===== config.mk =====
export PLATFORM = sky130hd
export DESIGN_NAME = hash_message_padder
export DESIGN_NICKNAME = d
export VERILOG_FILES = /design/src/design/hmp_pkg.sv /design/src/design/hmp_datapath.sv /design/src/design/hmp_ctrl.sv /design/src/design/hash_message_padder.sv
export SDC_FILE = /design/constraint.sdc
export NUM_CORES = 1
export LEC_CHECK = 0
export CAP_MARGIN = 20
export CORE_UTILIZATION = 68
export DETAILED_ROUTE_END_ITERATION = 7
export DONT_BUFFER_PORTS = 1
export GPL_TIMING_DRIVEN = 0
export PLACE_DENSITY = 0.95
export SKIP_LAST_GASP = 1
export SLEW_MARGIN = 20
export SYNTH_ARGS = -nofsm -noshare
export SYNTH_HDL_FRONTEND = slang
export SYNTH_SLANG_ARGS = --single-unit

===== constraint.sdc =====
create_clock -name aclk -period 7.8 [get_ports aclk]
set_input_delay 0.39 -clock aclk [delete_from_list [all_inputs] [get_ports aclk]]
set_output_delay 0.39 -clock aclk [all_outputs]
set_load 0.05 [all_outputs]

===== src/design/hmp_pkg.sv =====
// ----------------------------------------------------------------------------
// hmp_pkg
// Shared types and constants for the hash message padder.
// ----------------------------------------------------------------------------
package hmp_pkg;

    // The padding byte that follows the last message byte.
    localparam logic [7:0] PAD_BYTE = 8'h80;

    // The block holds 16 words. The length occupies words 14 and 15.
    localparam logic [3:0] LAST_FILL_IDX = 4'd13;
    localparam logic [4:0] NEXT_BLOCK_FILL = 5'd29;

    // Byte offset within a block at which the closing byte completes word 13.
    // A message that ends there owes one word more than a single item may return.
    localparam logic [5:0] TAIL_WRAP_OFFSET = 6'd55;

    typedef enum logic [2:0] {
        ST_IDLE,
        ST_DATA,
        ST_PAD,
        ST_ZERO,
        ST_LEN1,
        ST_LEN2,
        ST_PARK,
        ST_FLUSH
    } hmp_state_t;

    typedef enum logic [2:0] {
        SEL_BUF,
        SEL_PAD,
        SEL_ZERO,
        SEL_LEN_A,
        SEL_LEN_B,
        SEL_HOLD
    } word_sel_t;

    // Commands from the controller to the datapath.
    typedef struct packed {
        logic      accept;
        logic      clr_word;
        logic      load_zeros;
        logic      dec_zeros;
        logic      latch_hold;
        logic      clr_msg;
        word_sel_t sel;
    } hmp_cmd_t;

    // Status from the datapath to the controller.
    typedef struct packed {
        logic lane_last;
        logic tail_wrap;
        logic zeros_none;
        logic zcnt_one;
    } hmp_stat_t;

endpackage


===== src/design/hmp_datapath.sv =====
// ----------------------------------------------------------------------------
// hmp_datapath
// Byte packing, message byte count, zero fill counter and output word mux.
// ----------------------------------------------------------------------------
module hmp_datapath #(
    parameter int COUNT_WIDTH = 61
) (
    input  logic              aclk,
    input  logic              aresetn,
    input  logic              cfg_we,
    input  logic              cfg_wdata,
    input  logic [7:0]        data_byte,
    input  logic              byte_valid,
    input  hmp_pkg::hmp_cmd_t cmd,
    output hmp_pkg::hmp_stat_t stat,
    output logic [31:0]       block_word
);
    import hmp_pkg::*;

    logic [COUNT_WIDTH-1:0] count_reg, count_next;
    logic [31:0]            buf_reg, buf_next;
    logic [3:0]             zcnt_reg, zcnt_next;
    logic [31:0]            hold_reg;
    logic                   high_first_reg;

    logic [1:0]  pos;
    logic [3:0]  word_idx;
    logic [3:0]  zeros;
    logic [63:0] bit_len;
    logic [31:0] len_a, len_b;

    assign pos      = count_reg[1:0];
    assign word_idx = count_reg[5:2];
    assign bit_len  = 64'(count_reg) << 3;
    assign len_a    = high_first_reg ? bit_len[63:32] : bit_len[31:0];
    assign len_b    = high_first_reg ? bit_len[31:0] : bit_len[63:32];

    // Zero words between the padding word and the length words.
    always_comb begin
        if (word_idx <= LAST_FILL_IDX) begin
            zeros = LAST_FILL_IDX - word_idx;
        end else begin
            zeros = 4'(NEXT_BLOCK_FILL - {1'b0, word_idx});
        end
    end

    always_comb begin
        count_next = count_reg;
        buf_next   = buf_reg;
        zcnt_next  = zcnt_reg;
        if (cmd.accept && byte_valid) begin
            buf_next   = buf_reg | (32'(data_byte) << {pos, 3'b000});
            count_next = count_reg + COUNT_WIDTH'(1);
        end
        if (cmd.clr_word) begin
            buf_next = '0;
        end
        if (cmd.clr_msg) begin
            buf_next   = '0;
            count_next = '0;
        end
        if (cmd.load_zeros) begin
            zcnt_next = zeros;
        end else if (cmd.dec_zeros) begin
            zcnt_next = zcnt_reg - 4'd1;
        end
    end

    always_ff @(posedge aclk) begin
        if (!aresetn) begin
            count_reg      <= '0;
            buf_reg        <= '0;
            zcnt_reg       <= '0;
            high_first_reg <= 1'b0;
        end else begin
            count_reg <= count_next;
            buf_reg   <= buf_next;
            zcnt_reg  <= zcnt_next;
            if (cfg_we) begin
                high_first_reg <= cfg_wdata;
            end
        end
    end

    always_ff @(posedge aclk) begin
        if (cmd.latch_hold) begin
            hold_reg <= len_b;
        end
    end

    always_comb begin
        unique case (cmd.sel)
            SEL_BUF:   block_word = buf_reg;
            SEL_PAD:   block_word = buf_reg | (32'(PAD_BYTE) << {pos, 3'b000});
            SEL_ZERO:  block_word = '0;
            SEL_LEN_A: block_word = len_a;
            SEL_LEN_B: block_word = len_b;
            SEL_HOLD:  block_word = hold_reg;
            default:   block_word = '0;
        endcase
    end

    assign stat.lane_last  = (pos == 2'b11);
    assign stat.tail_wrap  = (count_reg[5:0] == TAIL_WRAP_OFFSET);
    assign stat.zeros_none = (zeros == 4'd0);
    assign stat.zcnt_one   = (zcnt_reg == 4'd1);

endmodule


===== src/design/hmp_ctrl.sv =====
// ----------------------------------------------------------------------------
// hmp_ctrl
// Controller that steps through data, padding, zero fill and length words.
// ----------------------------------------------------------------------------
module hmp_ctrl (
    input  logic               aclk,
    input  logic               aresetn,
    input  logic               s_tvalid,
    output logic               s_tready,
    input  logic               byte_valid,
    input  logic               end_of_message,
    output logic               m_tvalid,
    input  logic               m_tready,
    output logic               m_tlast,
    input  hmp_pkg::hmp_stat_t stat,
    output hmp_pkg::hmp_cmd_t  cmd
);
    import hmp_pkg::*;

    hmp_state_t state_reg, state_next;
    logic       end_reg, end_next;
    logic       full_reg, full_next;
    logic       defer_reg, defer_next;

    logic in_fire;
    logic out_fire;
    logic full_in;

    assign in_fire  = s_tvalid && s_tready;
    assign out_fire = m_tvalid && m_tready;
    assign full_in  = byte_valid && stat.lane_last;

    always_comb begin
        state_next = state_reg;
        end_next   = end_reg;
        full_next  = full_reg;
        defer_next = defer_reg;
        if (in_fire) begin
            end_next   = end_of_message;
            full_next  = full_in;
            defer_next = full_in && end_of_message && stat.tail_wrap;
        end
        unique case (state_reg)
            ST_IDLE: begin
                if (in_fire) begin
                    if (full_in) begin
                        state_next = ST_DATA;
                    end else if (end_of_message) begin
                        state_next = ST_PAD;
                    end
                end
            end
            ST_PARK: begin
                if (in_fire) begin
                    state_next = ST_FLUSH;
                end
            end
            ST_FLUSH: begin
                if (out_fire) begin
                    if (full_reg) begin
                        state_next = ST_DATA;
                    end else if (end_reg) begin
                        state_next = ST_PAD;
                    end else begin
                        state_next = ST_IDLE;
                    end
                end
            end
            ST_DATA: begin
                if (out_fire) begin
                    state_next = end_reg ? ST_PAD : ST_IDLE;
                end
            end
            ST_PAD: begin
                if (out_fire) begin
                    state_next = stat.zeros_none ? ST_LEN1 : ST_ZERO;
                end
            end
            ST_ZERO: begin
                if (out_fire && stat.zcnt_one) begin
                    state_next = ST_LEN1;
                end
            end
            ST_LEN1: begin
                if (out_fire) begin
                    state_next = defer_reg ? ST_PARK : ST_LEN2;
                end
            end
            ST_LEN2: begin
                if (out_fire) begin
                    state_next = ST_IDLE;
                end
            end
            default: state_next = ST_IDLE;
        endcase
    end

    always_comb begin
        s_tready       = 1'b0;
        m_tvalid       = 1'b0;
        m_tlast        = 1'b0;
        cmd.accept     = in_fire;
        cmd.clr_word   = 1'b0;
        cmd.load_zeros = 1'b0;
        cmd.dec_zeros  = 1'b0;
        cmd.latch_hold = 1'b0;
        cmd.clr_msg    = 1'b0;
        cmd.sel        = SEL_ZERO;
        unique case (state_reg)
            ST_IDLE, ST_PARK: begin
                s_tready = 1'b1;
            end
            ST_FLUSH: begin
                m_tvalid = 1'b1;
                m_tlast  = 1'b1;
                cmd.sel  = SEL_HOLD;
            end
            ST_DATA: begin
                m_tvalid     = 1'b1;
                cmd.sel      = SEL_BUF;
                cmd.clr_word = out_fire;
            end
            ST_PAD: begin
                m_tvalid       = 1'b1;
                cmd.sel        = SEL_PAD;
                cmd.load_zeros = out_fire;
            end
            ST_ZERO: begin
                m_tvalid      = 1'b1;
                cmd.sel       = SEL_ZERO;
                cmd.dec_zeros = out_fire;
            end
            ST_LEN1: begin
                m_tvalid       = 1'b1;
                cmd.sel        = SEL_LEN_A;
                cmd.latch_hold = out_fire && defer_reg;
                cmd.clr_msg    = out_fire && defer_reg;
            end
            ST_LEN2: begin
                m_tvalid    = 1'b1;
                m_tlast     = 1'b1;
                cmd.sel     = SEL_LEN_B;
                cmd.clr_msg = out_fire;
            end
            default: begin
                s_tready = 1'b0;
            end
        endcase
    end

    always_ff @(posedge aclk) begin
        if (!aresetn) begin
            state_reg <= ST_IDLE;
            end_reg   <= 1'b0;
            full_reg  <= 1'b0;
            defer_reg <= 1'b0;
        end else begin
            state_reg <= state_next;
            end_reg   <= end_next;
            full_reg  <= full_next;
            defer_reg <= defer_next;
        end
    end

    // Input and output are never open in the same cycle.
    assert property (@(posedge aclk) disable iff (!aresetn) !(s_tready && m_tvalid))
        else $error("input and output open together");

    // A deferred length word always parks the controller.
    assert property (@(posedge aclk) disable iff (!aresetn)
        (state_reg == ST_LEN1 && out_fire && defer_reg) |=> (state_reg == ST_PARK))
        else $error("deferred length word did not park");

    // A deferred tail only arises from a full word that ends the message.
    assert property (@(posedge aclk) disable iff (!aresetn)
        defer_reg |-> (full_reg && end_reg))
        else $error("defer flag without a closing full word");

    // The parked word is flushed right after the next item is taken.
    assert property (@(posedge aclk) disable iff (!aresetn)
        (state_reg == ST_PARK && in_fire) |=> (state_reg == ST_FLUSH))
        else $error("parked word not flushed first");

endmodule


===== src/design/hash_message_padder.sv =====
// ----------------------------------------------------------------------------
// hash_message_padder
// MD5/SHA style message padding of a byte stream into 512-bit blocks.
// ----------------------------------------------------------------------------
//
//  Channel  | Direction | Payload
//  ---------+-----------+-----------------------------------------------------
//  s_*      | in        | tdata: data_byte; tuser: byte_valid, end_of_message
//  m_*      | out       | tdata: block_word; tlast: last_word
//  cfg_*    | in        | cfg_wdata: length_high_first
//
// An item that completes no word and has no end mark gives no output. An item
// that completes a word holds the input for one more transaction on the output.
// An item with the end mark produces the padding word, zero fill and two length
// words, one per cycle while m_tready is high, up to 18 words; the controller
// steps through them state by state over the single output port.
// When a message ends with the byte that completes word 13 of a block, the
// final length word is kept and sent as the first transaction after the next
// accepted input item. Reset is synchronous and active low; no clearing pass.
// Stalls on m_tready simply hold the current word; input waits meanwhile.
//
module hash_message_padder #(
    parameter int COUNT_WIDTH = 61
) (
    input  logic        aclk,
    input  logic        aresetn,
    input  logic        cfg_we,
    input  logic        cfg_wdata,   // length_high_first
    input  logic        s_tvalid,
    output logic        s_tready,
    input  logic [7:0]  s_tdata,     // [7:0] data_byte
    input  logic [1:0]  s_tuser,     // [0] byte_valid, [1] end_of_message
    output logic        m_tvalid,
    input  logic        m_tready,
    output logic [31:0] m_tdata,     // [31:0] block_word
    output logic        m_tlast      // last_word
);
    import hmp_pkg::*;

    hmp_cmd_t  cmd;
    hmp_stat_t stat;

    // The controller sequences the words of each transaction's results.
    hmp_ctrl u_ctrl (
        .aclk           (aclk),
        .aresetn        (aresetn),
        .s_tvalid       (s_tvalid),
        .s_tready       (s_tready),
        .byte_valid     (s_tuser[0]),
        .end_of_message (s_tuser[1]),
        .m_tvalid       (m_tvalid),
        .m_tready       (m_tready),
        .m_tlast        (m_tlast),
        .stat           (stat),
        .cmd            (cmd)
    );

    // The datapath packs bytes, counts the message and forms each word.
    hmp_datapath #(
        .COUNT_WIDTH (COUNT_WIDTH)
    ) u_datapath (
        .aclk       (aclk),
        .aresetn    (aresetn),
        .cfg_we     (cfg_we),
        .cfg_wdata  (cfg_wdata),
        .data_byte  (s_tdata),
        .byte_valid (s_tuser[0]),
        .cmd        (cmd),
        .stat       (stat),
        .block_word (m_tdata)
    );

endmodule

## Word-level counts from Yosys, hierarchy flattened

Cells that the tools add are included.

| cells by class | value |
|---|---|
| $add $sub $neg | 4 |
| multipliers | 0 |
| divide/modulo/power cells | 0 |
| magnitude comparators | 1 |
| eq/ne operators | 23 |
| shift operators | 2 |
| multiplexer cells | 30 |
| bitwise gates (word level) | 3 |
| reductions and logical operators | 18 |

Operators with widths:

| operator | count |
|---|---|
| 32-bit one-hot mux with 5 select lines | 1 |
| 32-bit two-way mux | 2 |
| 32-bit bitwise OR | 2 |
| 61-bit by 1-bit adder with 61-bit output (second input constant) | 1 |
| 3-bit two-way mux | 12 |
| 8-bit by 5-bit left shift with 32-bit output | 1 |
| 8-bit by 5-bit left shift with 32-bit output (first input constant) | 1 |
| 3-bit one-hot mux with 8 select lines | 1 |
| 3-bit equality test (second input constant) | 6 |
| 2-bit by 1-bit != test with 1-bit output (second input constant) | 8 |
| 3-bit one-hot mux with 5 select lines | 1 |
| 4-bit two-way mux | 3 |
| 3-bit by 2-bit equality test with 1-bit output (second input constant) | 3 |
| 9-bit AND reduction | 1 |
| 1-bit logical AND | 8 |
| 4-bit subtractor (first input constant) | 2 |
| 1-bit two-way mux | 7 |
| 3-bit by 1-bit equality test with 1-bit output (second input constant) | 2 |
| 6-bit equality test (second input constant) | 1 |
| 3-bit zero test | 2 |
| 2-bit OR reduction | 3 |
| 6-bit OR reduction | 1 |
| 4-bit by 1-bit equality test with 1-bit output (second input constant) | 1 |
| 4-bit less-or-equal comparator (second input constant) | 1 |
| 9 further kinds | 10 |

| word-level totals | value |
|---|---|
| register bits | 136 |
| latch bits | 0 |
| RAM bits | 0 |
| ROM bits | 0 |
| input bits | 16 |
| output and inout port bits | 35 |
| word-level logic and storage cells | 90 |
| memories | 0 |

## Logic depth before layout (Yosys ltp)

Gate-level depths: netlist of the first run.

| logic depth | value |
|---|---|
| word-level depth | 7 |
| mapped depth | 10 |

## By module

Synthesis of the first run repeated with hierarchy kept, for this count alone.

| unflattened totals | value |
|---|---|
| cell total of the unflattened synthesis | 780 |
| area total of the unflattened synthesis | 7,054.3 µm² |

Modules (own cells, without submodules):

| module | instances | cells an instance | area each (µm²) |
|---|---|---|---|
| hmp_datapath | 1 | 711 | 6,525.0 |
| hmp_ctrl | 1 | 69 | 529.3 |

## Worst setup path after synthesis of the first run

Ideal clock, no wire load.

| path | value |
|---|---|
| kind | register to output |
| start point | reg u_ctrl.state_reg[2] |
| end point | out m_tdata[10] |
| arrival time | 3.146 ns |
| data required time | 7.410 ns |
| path slack | 4.264 ns |
| stages on the path, launching flop included | 8 |
| path buffers | 3 |
| cell sequence | dfxtp_1 > clkbuf_1 > and2_1 > nor2b_1 > clkbuf_1 > clkbuf_1 > a221oi_1 > o21ai_0 |

| between the ends | value |
|---|---|
| word-level cells in the longest chain between the ends | 4 |
| elaborated cells on any way between the ends | 12 |
| classes of those cells | 9 x eq/ne; 2 x mux; 1 x reduce/logical |

Ends and longest elaborated chain:

| item | RTL line | source |
|---|---|---|
| start: declaration | hmp_ctrl.sv:20 | `hmp_state_t state_reg, state_next;` |
| start signal: assignment | hmp_ctrl.sv:158 | `state_reg <= state_next;` |
| 3-bit equality test, or another cell as far along | hmp_ctrl.sv:109 | `unique case (state_reg)` |
| 3-bit one-hot mux with 5 select lines * | hmp_ctrl.sv:109 |  |
| 3-bit equality test, or another cell as far along | hmp_datapath.sv:92 | `unique case (cmd.sel)` |
| 32-bit one-hot mux with 5 select lines * | hmp_datapath.sv:92 |  |
| end: declaration | hash_message_padder.sv:35 | `output logic [31:0] m_tdata,` |

Mark *: on every way between the ends. The rest lies on a longest branch, timed or not.

## Worst setup path in the final report of the first run

| path | value |
|---|---|
| start point | reg u_ctrl.state_reg[0] |
| end point | out m_tdata[8] |

The elaborated chain is that of the path after synthesis.

==> flow_summary.ini, run 1 <==
[critical_path]
cp-start-kind = flop
reg2reg_from = u_ctrl.state_reg[2]
crit_type = reg -> out
critical_path.cell_chain = clkbuf_1 > and2_1 > nor2b_1 > clkbuf_1 > clkbuf_1 > a221oi_1 > o21ai_1
crit_buf_inv = 3
regToRegEndpoint = u_datapath.hold_reg[26]
cp.required_ns = 7.41
crit_arrival_ns = 4.15
path_common_cell = clkbuf_1
critPathMaxFanout = 10
reg2reg_depth = 7
critPathSlowestCell = o21ai_1
end_kind = primary output
rrSetupSlack_ns = 4.39
critPathMaxStageDelay_ns = 0.89
crit_cells = 7
critPathTopFamily = buffers and inverters

[power]
leakage_nw = 2.70
seq_power_share = 0.426
power_switching_mw = 0.454
pwr-share-clk = 0.474
ir_worst_vdd_mv = 0.179
comb_power_share = 0.099
p_sw_frac = 0.264
internal_power_mw = 1.26
powerDensity_mw_per_mm2 = 210

[timing]
finalCritPeriodShare = 0.583
timing.setup.tns_ns = 0
slew_viol_final = 0
period_needed_ns = 4.54
grt_setup_unrepaired = false
fmax_mhz = 220
setup_viol = 0
hold_violations = 0
finClkSkew_ns = 0.00992
relSlewSlack = 0.244
tightest_slew_ns = 1.13

[clocking]
tritoncts = done
htree_levels = 4
cts.sinks = 136
cts_buffer_depth = 2
root_buffer = clkbuf_8
cts_made_buffers = 17
insertion_delay_ns = 0.56
clk_pin_slew_ns = 0.07
post-cts-setup-buffers = 0
cts_resized = 0

[synth]
synth_seq_cells = 136
syn_nets = 866
syn_area_mm2 = 0.00729
yosysSeqAreaShare = 0.418
async_flop_share = 0
synth_warnings = 0
syn_inst = 842
synth_flop_cell = dfxtp_1
synth_edf_count = 32
syn_area_per_cell_um2 = 8.65
synth_cell_types = 51

[die]
fp-row-count = 37
die_x_um = 106
start_util = 0.703
die_h_um = 106
die_area_mm2 = 0.0111
io_pins = 51
core_mm2 = 0.0104

[global_routing]
grt_max_degree = 33
grt_pass1_vias = 6902
antenna_found_initial = 0
grt_pass1_wl_um = 37400
overflow = 0
grt_usage = 0.443

[routing]
viasPerCell = 7.31
drc_errors = 0
drt_wl_total_um = 24500
wl_per_cell_um = 24.1
first_iter_violations = 1275
dr.pass1.iters = 8
vias = 7451
ant_nets = 0

[cells_and_area]
mostFrequentLayoutCell = dfxtp_1
nFillCells = 688
layout_common_cells = 104 x dfxtp_1, 79 x a21oi_1, 77 x nor2_1, 63 x clkbuf_1, 56 x nand2_1
regArea_mm2 = 0.00304
multi_input_area_mm2 = 0.00386
syn_to_final_growth_pct = 12.2
largest_register_ffs = 61
drive_gt1_frac = 0.0951
utilization = 0.788
final_nets = 895
insertedDiodeCount = 0

[min_path]
hp-class = in -> reg
whs_path_depth = 2
whs_endpoint = u_datapath.buf_reg[0]
hold_start = s_tdata[0]

[flow_run]
max-cap-violations = 0

[placed_design]
hpwl_um = 16900
port_buffers = 0
place.gp.congestion = 0.973

[run_status]
status = completed
-- cell usage after synthesis, drive strengths merged, types with 2 or more instances --
library cell | n | area (um^2)
a211oi | 2 | 15.0
a21boi | 2 | 15.0
a21oi | 79 | 395
a221oi | 46 | 403
a222oi | 7 | 70.1
a22oi | 24 | 180
and2 | 4 | 25.0
and3 | 9 | 56.3
and4 | 2 | 17.5
buf | 11 | 61.3
clkbuf | 67 | 257
dfxtp | 104 | 2080
edfxtp | 32 | 961
ha | 8 | 100
inv | 23 | 86.3
mux2 | 29 | 327
mux2i | 3 | 30.0
nand2 | 56 | 210
nand2b | 3 | 18.8
nand3 | 26 | 130
nand4 | 23 | 150
nor2 | 77 | 289
nor2b | 10 | 62.6
nor3 | 11 | 55.1
nor4 | 11 | 68.8
o211ai | 2 | 15.0
o21a | 3 | 22.5
o21ai | 45 | 225
o221a | 2 | 22.5
o221ai | 3 | 26.3
o31ai | 26 | 195
o41ai | 2 | 17.5
or2 | 4 | 25.0
or3 | 18 | 113
or4 | 33 | 255
xnor2 | 17 | 149
xor2 | 9 | 78.8
-- layout make-up --
| type | count | area share |
|---|---|---|
| flip-flops and latches | 136 | 0.372 |
| multi-input cells | 605 | 0.472 |
| clock inverters | 10 | 0.0142 |
| clock buffers | 21 | 0.0588 |
| plain buffers | 78 | 0.0389 |
| well taps | 136 | 0.0208 |
| repair buffers | 10 | 0.0122 |
| inverters | 23 | 0.0106 |
-- metrics by stage --
stage	instances	hold slack, ns	worst slack (ns)	cell area, um^2	power (mW)
after global routing	1019	0.00488	3.14	8170	1.75
after CTS	1019	0.00342	3.38	8170	1.71
after global placement	978	0.456	3.61	7460	0.897
after floorplan	842	0.436	4.26	7290	0.870
final	1019	0.0121	3.26	8170	1.72
after detailed placement	978	0.461	4.01	7480	0.904
-- repair_timing --
action	CTS	global route
hold endpoints to repair	26	0
hold buffers	10	0
endpoints found under the setup margin	0	0
-- power groups by stage --
stage | clock, mW | combinational (mW) | sequential (mW)
2_1_floorplan | 0 | 0.125 | 0.745
3_3_place_gp | 0 | 0.150 | 0.747
3_5_place_dp | 0 | 0.156 | 0.747
4_1_cts | 0.808 | 0.165 | 0.732
5_1_grt | 0.839 | 0.178 | 0.733
6_report | 0.815 | 0.171 | 0.733
-- worst max-delay path by stage --
stage,startpoint,to,slack (ns)
2_1_floorplan,u_ctrl.state_reg[2],m_tdata[10],4.26
3_3_place_gp,u_ctrl.state_reg[0],m_tdata[14],3.61
3_5_place_dp,u_ctrl.state_reg[0],m_tdata[14],4.01
4_1_cts,u_ctrl.state_reg[2],m_tdata[22],3.38
5_1_grt,u_ctrl.state_reg[2],m_tdata[10],3.14
6_report,u_ctrl.state_reg[0],m_tdata[8],3.26
-- metal layers --
layer,share of wire,vias up,track usage
met5,0,-,0.0286
met4,0.060,0,0.244
met3,0.13,138,0.122
met2,0.44,596,0.687
met1,0.37,3477,0.558
li1,-,3240,-
-- kinds of logic (layout without fill, tap and decap cells) --
| logic type | count (synthesis) | after routing | synth area share |
|---|---|---|---|
| XOR/XNOR | 26 | 26 | 0.0313 |
| AO/OA/AOI/OAI | 249 | 249 | 0.227 |
| buffers and inverters | 101 | 142 | 0.0555 |
| multiplexers | 32 | 32 | 0.0489 |
| flip-flops | 136 | 136 | 0.418 |
| adder cells (fa/ha/maj) | 8 | 8 | 0.0137 |
| AND/OR/NAND/NOR | 290 | 290 | 0.206 |
No activity file was read; power rests on OpenSTA's default activity.
==> run 2: changes to the inputs <==
CORE_UTILIZATION = 64   (was 68)
PLACE_DENSITY = 0.91   (was 0.95)
clock period = 4.54 ns   (was 7.8 ns; I/O delays follow)
==> run 2 against run 1 <==
Die area increased by 6.1%. Worst setup slack got worse by 3.1 ns. Critical path depth unchanged. First-iteration DRC count increased by 7.3%.
==> flow_summary.ini, run 2 (synthesis gave the netlist of run 1 again) <==
[cells_and_area]
utilization = 0.742
drive_gt1_frac = 0.0962
layout_common_cells = 104 x dfxtp_1, 79 x a21oi_1, 77 x nor2_1, 64 x clkbuf_1, 56 x nand2_1
final_nets = 895
syn_to_final_growth_pct = 11.8
instances_no_fill = 1024
largest_register_ffs = 61
mostFrequentLayoutCell = dfxtp_1
final_cell_area_mm2 = 0.00814
nFillCells = 797
insertedDiodeCount = 0

[routing]
route.met3.wl_um = 3050
wl_met1_um = 9390
top_layer = met4
wl_met2_um = 10600
wl_per_cell_um = 23.6
drt_wl_total_um = 24200
first_iter_violations = 1368
vias = 7425
ant_nets = 0
viasPerCell = 7.25
drc_errors = 0
dr.pass1.iters = 6

[die]
die_x_um = 109
die_area_mm2 = 0.0118
core_mm2 = 0.0110
fp-row-count = 38
io_pins = 51
die_h_um = 109
start_util = 0.663

[clocking]
cts_made_buffers = 17
tritoncts = done
cts_buffer_depth = 2
clk_pin_slew_ns = 0.06
insertion_delay_ns = 0.44
cts_hold_buf = 10
cts.sinks = 136
post-cts-setup-buffers = 0
htree_levels = 4
root_buffer = clkbuf_16
cts_resized = 0

[run_status]
status = completed

[timing]
setup_ws_ns = 0.147
tightest_slew_ns = 1.16
finalCritPeriodShare = 0.968
relSlewSlack = 0.222
finClkSkew_ns = 0.00738
hold_violations = 0
slew_viol_final = 0
period_needed_ns = 4.39
fmax_mhz = 228
grt_setup_unrepaired = false
hold_slack_ns = 0.151
timing.setup.tns_ns = 0
setup_viol = 0

[critical_path]
crit_type = reg -> out
cp.required_ns = 4.31
critPathMaxFanout = 10
reg2reg_depth = 7
crit_arrival_ns = 4.17
end_kind = primary output
cp-start-kind = flop
rrSetupSlack_ns = 1.16

[flow_run]
max-cap-violations = 0

[global_routing]
grt_pass1_vias = 6705
grt_pass1_wl_um = 36500
grt_max_degree = 33
overflow = 0
grt_usage = 0.419
antenna_found_initial = 0

[placed_design]
place_area_mm2 = 0.00748
place_ws_ns = 0.856
place.gp.congestion = 0.966
hpwl_um = 16900
dp.cells = 982
port_buffers = 0

[min_path]
hp-class = in -> reg
whs_path_depth = 2

[power]
leakage_nw = 2.69
power_mw = 2.86
ir_worst_vdd_mv = 0.391
powerDensity_mw_per_mm2 = 351
run 2: report_power, final:
| part | switching (mW) | total, mW | internal, mW |
|---|---|---|---|
| logic | 0.222 | 0.293 | 0.0707 |
| registers | 0.0122 | 1.26 | 1.25 |
| clock network | 0.561 | 1.31 | 0.749 |
run 2: final cells by class:
type / count / area, um^2 / area share
multi-input combinational: 605 / 3860 / 0.474
clock inverter: 12 / 90.1 / 0.0111
buffer: 78 / 318 / 0.0390
sequential: 136 / 3040 / 0.374
clock buffer: 20 / 468 / 0.0575
timing repair buffer: 10 / 100 / 0.0123
tap: 140 / 175 / 0.0215
inverter: 23 / 86.3 / 0.0106
run 2: critical path: stages (launching register included):
cell and delay, ns:
dfxtp_1 0.35, clkbuf_1 0.38, and2_1 0.58, nor2b_1 0.40, clkbuf_1 0.44, clkbuf_1 0.46
a221oi_1 0.19, o21ai_1 0.93
run 2: worst paths after layout:
kind / startpoint / to
max: u_ctrl.state_reg[0] / m_tdata[8]
min: m_tready / u_ctrl.state_reg[2]
max reg2reg: u_ctrl.state_reg[2] / u_datapath.hold_reg[17]
min reg2reg: u_datapath.buf_reg[1] / u_datapath.buf_reg[1]
run 2: routing by layer:
layer,vias to the layer above,track usage
li1,3241,-
met1,3458,0.553
met3,112,0.115
met2,614,0.633
met5,-,0
met4,0,0.205
